--- src/sv/sudc_pkg.sv ---
package sudc_pkg;

   localparam int SAMPLE_BITS_DEF   = 24;
   localparam int CURVE_ENTRIES_DEF = 64;

   // fixed point scale factors
   localparam int DB_PER_LOG2 = 394566;   // 20*log10(2), Q16
   localparam int LOG2_PER_DB = 2786635;  // log2(10)/20, Q24
   localparam int DB_FLOOR    = -30720;   // -120 dB, Q8.8
   localparam int DB_CEIL     = 32767;

   // register indexes
   localparam logic [2:0] CSR_ATTACK     = 3'd0;
   localparam logic [2:0] CSR_RELEASE    = 3'd1;
   localparam logic [2:0] CSR_DOWN_THR   = 3'd2;
   localparam logic [2:0] CSR_UP_THR     = 3'd3;
   localparam logic [2:0] CSR_DOWN_SLOPE = 3'd4;
   localparam logic [2:0] CSR_UP_SLOPE   = 3'd5;

   localparam logic [23:0]        ATTACK_RST     = 24'd16742300;
   localparam logic [23:0]        RELEASE_RST    = 24'd16773721;
   localparam logic signed [15:0] DOWN_THR_RST   = -16'sd5120;
   localparam logic signed [15:0] UP_THR_RST     = -16'sd10240;
   localparam logic [15:0]        DOWN_SLOPE_RST = 16'd58982;
   localparam logic [15:0]        UP_SLOPE_RST   = 16'd43691;

   typedef enum logic [4:0] {
      ST_IDLE,
      ST_ENV_A,
      ST_ENV_B,
      ST_ENV_C,
      ST_NORM,
      ST_LOG_POS,
      ST_LOG_MUL,
      ST_LOG_SUM,
      ST_DB_MUL,
      ST_DB_RND,
      ST_GAIN_MUL,
      ST_GAIN_RND,
      ST_EXP_MUL,
      ST_EXP_RND,
      ST_EXP_MUL2,
      ST_EXP_SUM,
      ST_APP_MUL,
      ST_APP_SHIFT,
      ST_APP_SAT,
      ST_HOLD
   } state_type;

   typedef struct packed {
      state_type  step;
      logic       ch;
      logic [2:0] norm_step;
      logic       load;
      logic       out_load;
   } cmd_type;

   typedef struct packed {
      logic [23:0]        attack_coeff;
      logic [23:0]        release_coeff;
      logic signed [15:0] down_threshold_db;
      logic signed [15:0] up_threshold_db;
      logic [15:0]        down_slope;
      logic [15:0]        up_slope;
   } cfg_type;

   // log2 of m/2^30 for m in [2^30, 2^31), Q0.16, by repeated squaring
   function automatic logic [31:0] log2_frac(input logic [63:0] m);
      logic [63:0] x;
      logic [31:0] r;
      x = m;
      r = '0;
      for (int i = 0; i < 16; i++) begin
         x = (x * x) >> 30;
         r = r << 1;
         if (x >= 64'h8000_0000) begin
            r = r | 32'd1;
            x = x >> 1;
         end
      end
      return r;
   endfunction

   // smallest m with log2_frac(m) >= floor(tnum / n)
   function automatic logic [31:0] exp_search(input logic [63:0] tnum, input int n);
      logic [63:0] lo;
      logic [63:0] hi;
      logic [63:0] mid;
      lo = 64'h4000_0000;
      hi = 64'h7FFF_FFFF;
      while (lo < hi) begin
         mid = lo + ((hi - lo) >> 1);
         if ((64'(log2_frac(mid)) + 64'd1) * 64'(n) > tnum)
            hi = mid;
         else
            lo = mid + 64'd1;
      end
      return lo[31:0];
   endfunction

   // divide by 2^sh, round half away from zero
   function automatic logic signed [63:0] rnd_shift(input logic signed [63:0] v,
                                                    input int sh);
      logic [63:0] half;
      logic [63:0] mag;
      half = 64'd1 << (sh - 1);
      if (v >= 0) begin
         mag = 64'(v);
         return $signed((mag + half) >> sh);
      end
      mag = 64'(-v);
      return -$signed((mag + half) >> sh);
   endfunction

endpackage

--- src/sv/sudc_ctrl.sv ---
module sudc_ctrl (
   input  logic               clock,
   input  logic               reset,
   input  logic               req_valid,
   output logic               req_stall,
   output logic               rsp_valid,
   input  logic               rsp_stall,
   output sudc_pkg::cmd_type  cmd
);

   sudc_pkg::state_type state_ff, state_in;
   logic                ch_ff, ch_in;
   logic [2:0]          norm_cnt_ff, norm_cnt_in;
   logic                rsp_valid_ff, rsp_valid_in;
   logic                accept;

   assign req_stall = (state_ff != sudc_pkg::ST_IDLE);
   assign rsp_valid = rsp_valid_ff;
   assign accept    = req_valid && (state_ff == sudc_pkg::ST_IDLE);

   always_ff @(posedge clock) begin
      if (reset) begin
         state_ff     <= sudc_pkg::ST_IDLE;
         ch_ff        <= 1'b0;
         norm_cnt_ff  <= '0;
         rsp_valid_ff <= 1'b0;
      end else begin
         state_ff     <= state_in;
         ch_ff        <= ch_in;
         norm_cnt_ff  <= norm_cnt_in;
         rsp_valid_ff <= rsp_valid_in;
      end
   end

   always_comb begin
      state_in     = state_ff;
      ch_in        = ch_ff;
      norm_cnt_in  = norm_cnt_ff;
      rsp_valid_in = rsp_valid_ff && rsp_stall;
      cmd.step      = state_ff;
      cmd.ch        = ch_ff;
      cmd.norm_step = norm_cnt_ff;
      cmd.load      = 1'b0;
      cmd.out_load  = 1'b0;
      unique case (state_ff)
         sudc_pkg::ST_IDLE: begin
            if (accept) begin
               cmd.load = 1'b1;
               ch_in    = 1'b0;
               state_in = sudc_pkg::ST_ENV_A;
            end
         end
         sudc_pkg::ST_ENV_A:     state_in = sudc_pkg::ST_ENV_B;
         sudc_pkg::ST_ENV_B:     state_in = sudc_pkg::ST_ENV_C;
         sudc_pkg::ST_ENV_C: begin
            norm_cnt_in = '0;
            state_in    = sudc_pkg::ST_NORM;
         end
         sudc_pkg::ST_NORM: begin
            norm_cnt_in = norm_cnt_ff + 3'd1;
            if (norm_cnt_ff == 3'd4)
               state_in = sudc_pkg::ST_LOG_POS;
         end
         sudc_pkg::ST_LOG_POS:   state_in = sudc_pkg::ST_LOG_MUL;
         sudc_pkg::ST_LOG_MUL:   state_in = sudc_pkg::ST_LOG_SUM;
         sudc_pkg::ST_LOG_SUM:   state_in = sudc_pkg::ST_DB_MUL;
         sudc_pkg::ST_DB_MUL:    state_in = sudc_pkg::ST_DB_RND;
         sudc_pkg::ST_DB_RND:    state_in = sudc_pkg::ST_GAIN_MUL;
         sudc_pkg::ST_GAIN_MUL:  state_in = sudc_pkg::ST_GAIN_RND;
         sudc_pkg::ST_GAIN_RND:  state_in = sudc_pkg::ST_EXP_MUL;
         sudc_pkg::ST_EXP_MUL:   state_in = sudc_pkg::ST_EXP_RND;
         sudc_pkg::ST_EXP_RND:   state_in = sudc_pkg::ST_EXP_MUL2;
         sudc_pkg::ST_EXP_MUL2:  state_in = sudc_pkg::ST_EXP_SUM;
         sudc_pkg::ST_EXP_SUM:   state_in = sudc_pkg::ST_APP_MUL;
         sudc_pkg::ST_APP_MUL:   state_in = sudc_pkg::ST_APP_SHIFT;
         sudc_pkg::ST_APP_SHIFT: state_in = sudc_pkg::ST_APP_SAT;
         sudc_pkg::ST_APP_SAT: begin
            if (ch_ff) begin
               state_in = sudc_pkg::ST_HOLD;
            end else begin
               ch_in    = 1'b1;
               state_in = sudc_pkg::ST_ENV_A;
            end
         end
         sudc_pkg::ST_HOLD: begin
            if (!rsp_valid_ff || !rsp_stall) begin
               cmd.out_load = 1'b1;
               rsp_valid_in = 1'b1;
               state_in     = sudc_pkg::ST_IDLE;
            end
         end
         default: state_in = sudc_pkg::ST_IDLE;
      endcase
   end

`ifndef SYNTHESIS
   a_accept_starts: assert property (@(posedge clock) disable iff (reset)
      (req_valid && !req_stall) |=> (state_ff == sudc_pkg::ST_ENV_A && !ch_ff))
      else $error("request accepted without starting the left channel");
   a_no_overwrite: assert property (@(posedge clock) disable iff (reset)
      cmd.out_load |-> !(rsp_valid_ff && rsp_stall))
      else $error("output register loaded while a response is stalled");
   a_norm_bound: assert property (@(posedge clock) disable iff (reset)
      (state_ff == sudc_pkg::ST_NORM) |-> (norm_cnt_ff <= 3'd4))
      else $error("normalize step count out of range");
   a_rsp_from_hold: assert property (@(posedge clock) disable iff (reset)
      $rose(rsp_valid_ff) |-> $past(state_ff == sudc_pkg::ST_HOLD))
      else $error("response raised outside the hold state");
`endif

endmodule

--- config.mk ---
export PLATFORM = sky130hd
export DESIGN_NAME = sudc_ctrl
export DESIGN_NICKNAME = d
export VERILOG_FILES = /design/src/sv/sudc_pkg.sv /design/src/sv/sudc_ctrl.sv
export SDC_FILE = /design/constraint.sdc
export NUM_CORES = 1
export LEC_CHECK = 0
export BUFFER_PORTS_ARGS = -buffer_cell sky130_fd_sc_hd__buf_2
export CAP_MARGIN = 20
export CORE_AREA = 4 4 41 43
export CTS_BUF_LIST = sky130_fd_sc_hd__clkbuf_4 sky130_fd_sc_hd__clkbuf_8 sky130_fd_sc_hd__clkbuf_16
export DETAILED_ROUTE_END_ITERATION = 7
export DIE_AREA = 0 0 45 47
export GPL_ROUTABILITY_DRIVEN = 0
export HOLD_SLACK_MARGIN = 0.06
export PLACE_DENSITY = 0.69
export SETUP_SLACK_MARGIN = 0.15
export SLEW_MARGIN = 20
export SYNTH_ARGS = -nofsm -noshare
export SYNTH_HDL_FRONTEND = slang
export SYNTH_SLANG_ARGS = --single-unit
--- constraint.sdc ---
create_clock -name clock -period 2.9 [get_ports clock]
set_input_delay 0.87 -clock clock [delete_from_list [all_inputs] [get_ports clock]]
set_output_delay 0.87 -clock clock [all_outputs]
set_load 0.05 [all_outputs]
==> impl_results.rst <==
.. list-table::
   :header-rows: 1

   * - Metric
     - Value
   * - Result of the run
     - completed
   * - Achievable clock frequency
     - around 400 MHz
   * - Ranking of synthesized cells by area
     - sky130_fd_sc_hd__dfxtp_1 (36%), sky130_fd_sc_hd__nand2_1 (5.3%), sky130_fd_sc_hd__xor2_1 (4.7%)
   * - Fraction of the yosys area taken by sequential cells
     - 0.3563
   * - Cell count after synthesis
     - between 60 and 70
   * - Most area-hungry cell type in the Yosys netlist
     - sky130_fd_sc_hd__dfxtp_1
   * - Clock latency on the worst-skew pair
     - around 280 ps
   * - Setup skew after layout
     - approximately 11 ps
   * - DRC violations left
     - 0
   * - Count of nets after finishing
     - 90
   * - Placed cell count
     - 94
   * - Multiplexer share of the synthesized area
     - 0
   * - Hold Path Cell Cnt
     - 2
   * - Worst Tran Pin Value
     - between 400 and 500 ps
   * - Area share of the largest cell type after synthesis
     - 0.3563
   * - Core region area
     - 1301 sq um
   * - Initial antenna violation count
     - 0
   * - Max FO, Critical Path
     - 14
   * - Post-synth design cell area
     - between 500 and 600 sq um
   * - Clock sink total
     - 10
   * - Required @ worst endpoint
     - 2030 ps
   * - Pre-CTS setup slack
     - 636.1 ps
   * - Leading cell type in the layout, fill and taps excluded
     - sky130_fd_sc_hd__buf_2
   * - Total internal power
     - 0.0002406 W
   * - First-pass GRT wire length
     - 2125 microns
   * - Final routed wire length divided by cell count
     - around 13 microns
   * - Net Switching
     - roughly 0.00012 W
   * - Area fraction in compound gates after synthesis
     - 0.1626
   * - Number of buffers on the longest clock path
     - 2
   * - Clock root buffer
     - sky130_fd_sc_hd__clkbuf_4
   * - Post-layout minimum cycle time
     - approximately 2500 ps
   * - Final hold vios
     - 0
   * - Overall fraction of global-route tracks in use
     - 0.1420
   * - Input/output buffers
     - 16
   * - Non-Filler Instances
     - 98
   * - Clk pin slew, worst setup/hold paths
     - approximately 80 ps
   * - Vias per std cell
     - 5.612
   * - CP peak stage delay
     - between 400 and 500 ps
   * - Half-perimeter wire length after detailed placement
     - ~890 microns
   * - I/O pins
     - 17
   * - Post-CTS Resized
     - 0
   * - Worst-case vdd ir drop
     - 0.3589 mV
   * - Worst Reg2Reg Path Length in Cells
     - 4
   * - Power Dens Cells
     - 540.7 nW/um^2
   * - Series of cell instances along the critical path
     - nor3_2 > and3_1 > buf_2
   * - Critical path's slowest cell
     - sky130_fd_sc_hd__dfxtp_1
   * - Std cell rows
     - 13
   * - TritonCTS clock tree
     - built
   * - Destination of the worst register-to-register timing path
     - norm_cnt_ff[0]$_SDFFE_PP0P_
   * - Classification of the worst setup path
     - flop to output pin
   * - Die ar.
     - ~2100 sq um
   * - Length of the first detailed-routing pass in iterations
     - 4
   * - Worst setup path start
     - state_ff[4]$_SDFFE_PP0P_
   * - Sequential Power Share
     - 0.423
   * - Number of nets in the synthesized netlist
     - 74
   * - Setup TNS Final
     - 0 ps
   * - Number of global-route vias before repair
     - about 500
   * - Hold worst-path end
     - rsp_valid$_SDFF_PP0_
   * - Area growth syn-to-layout
     - 18.93%
   * - Leading cell types in the layout, fill and taps excluded
     - sky130_fd_sc_hd__buf_2 (16), sky130_fd_sc_hd__dfxtp_1 (10), sky130_fd_sc_hd__nand2_1 (8), sky130_fd_sc_hd__a21oi_1 (4), sky130_fd_sc_hd__nor3_1 (4)
   * - Count of distinct cell types in the synthesized netlist
     - 32
   * - Kind of end point of the critical path
     - output pin
   * - Initial Utilization
     - 0.4317
   * - Htree depth
     - 1
   * - Final wirelength
     - around 1300 microns
   * - Setup repair bufs after CTS
     - 0
   * - RSZ-0062 raised after global routing
     - false
   * - Leakage power
     - around 0.28 nW
   * - Antenna Nets Post-Route
     - 0
   * - Relative max-transition margin
     - 0.6880
   * - Die height
     - ~47 microns
   * - Pin count of the biggest net entering global routing
     - 15
   * - Die width
     - between 40 and 50 microns
   * - Number of DRC markers after the initial detailed-route iteration
     - 12
   * - Post-synthesis average cell area
     - around 8.3 sq um
   * - Xor/xnor cell area share of the yosys netlist
     - 0.06236
   * - Reported max-cap violation count
     - 0
   * - Period utilisation layout
     - 0.8460
   * - Startpoint class of the critical path
     - flop
   * - RR Startpoint
     - state_ff[4]$_SDFFE_PP0P_
   * - Share of synthesized cell area in and, or, nand and nor gates
     - 0.3029
   * - Slew Limit Fails
     - 0
   * - Number of antenna repair diodes
     - 0
   * - Vias after detailed routing
     - 550
   * - # setup viols final
     - 0
   * - Layout cells sized above 1
     - 0.2771
   * - Filler cells
     - ~150
   * - Switching power share of the total
     - 0.3338
   * - Adder and majority cell fraction of the synthesized area
     - 0.04454
   * - Logic gate share of total power
     - 0.215
   * - Overflow left after global routing
     - 0
   * - Register-to-register setup slack
     - approximately 1500 ps
   * - Post-synthesis sequential element count
     - 10
   * - Largest family of logic cells by synthesized area
     - simple AND/OR/NAND/NOR gates
   * - Count of yosys warnings during synthesis
     - 0
   * - Total Power Consumption
     - 0.0003612 W
   * - Number of buffers added by the clock tree synthesis step
     - 3
   * - Signal arrival time at the worst endpoint
     - between 1500 and 2000 ps
   * - Min setup slack post-route
     - about 450 ps
   * - Source of the worst hold timing path
     - rsp_valid$_SDFF_PP0_
   * - Clk pwr share
     - 0.362
   * - CTS Hold Buffers Added
     - 0
   * - Path category of the worst min-delay check
     - flop to flop
-- stage by stage --
stage               area [sq um]  hold slack, ps    util
floorplan                  561.8           472.1       -
detailed placement         631.9           485.7  0.4856
CTS                        668.1           495.0  0.5135
finish                     668.1           498.7  0.5135
global placement           631.9           483.7  0.4856
global route               668.1           549.1  0.5135
-- flip-flops by register name, indices dropped and copies added, names as in the netlist --
signal,count
state_ff,5
norm_cnt_ff,3
ch_ff,1
rsp_valid,1
-- worst max path at each step --
stage	slack (ps)	cells past startpoint	endpoint
floorplan	190	3	cmd[0]
global placement	640	3	cmd[1]
detailed placement	640	3	cmd[1]
CTS	450	3	cmd[1]
global route	360	3	cmd[1]
finish	450	3	cmd[1]
-- power by group through the flow --
stage	clock, W	combinational, W	sequential, W
floorplan	0	0.0000496	0.000167
global placement	0	0.0000765	0.000156
detailed placement	0	0.0000772	0.000156
CTS	0.000135	0.0000778	0.000153
global route	0.000141	0.0000823	0.000155
finish	0.000131	0.0000775	0.000153
-- kinds of logic (layout without fill, tap and decap cells) --
family                   Yosys count  count (layout)
flip-flops                        10              10
adder cells (fa/ha/maj)            2               2
AO/OA/AOI/OAI                     15              15
XOR/XNOR                           4               4
AND/OR/NAND/NOR                   29              29
buffers and inverters              8              23
-- area by class of cell --
class                   instances  area [sq um]  share of cell area
inverters                       3         11.26             0.01685
multi-input cells              50         321.6              0.4813
clock buffers                   4         36.28             0.05431
flip-flops and latches         10         200.2              0.2996
repair buffers                 16         80.08              0.1199
well taps                      15         18.77             0.02809
-- worst max-delay path: cells and delay by family, from the launching register on --
kind	cells	cell delay [ps]
AND/OR/NAND/NOR	2	580
flip-flops	1	460
buffers and inverters	1	270
-- Yosys cell counts, drive strengths merged --
library cell  instances
dfxtp                10
nand2                 8
buf                   5
nor3                  5
a21oi                 4
inv                   3
nand3                 3
o21ai                 3
xor2                  3
a211oi                2
a31oi                 2
ha                    2
nor2                  2
nor3b                 2
or2                   2
a21boi                1
and3                  1
nand3b                1
nand4                 1
nand4b                1
nor2b                 1
nor4b                 1
o211ai                1
o22ai                 1
o31ai                 1
or4                   1
xnor2                 1
-- metal layers --
metal | part of all wire | track usage
met5 | 0 | 0
met4 | 0.017 | 0.07018
met3 | 0.071 | 0.05747
met2 | 0.45 | 0.2062
met1 | 0.46 | 0.1816
No activity file was read; power rests on OpenSTA's default activity.
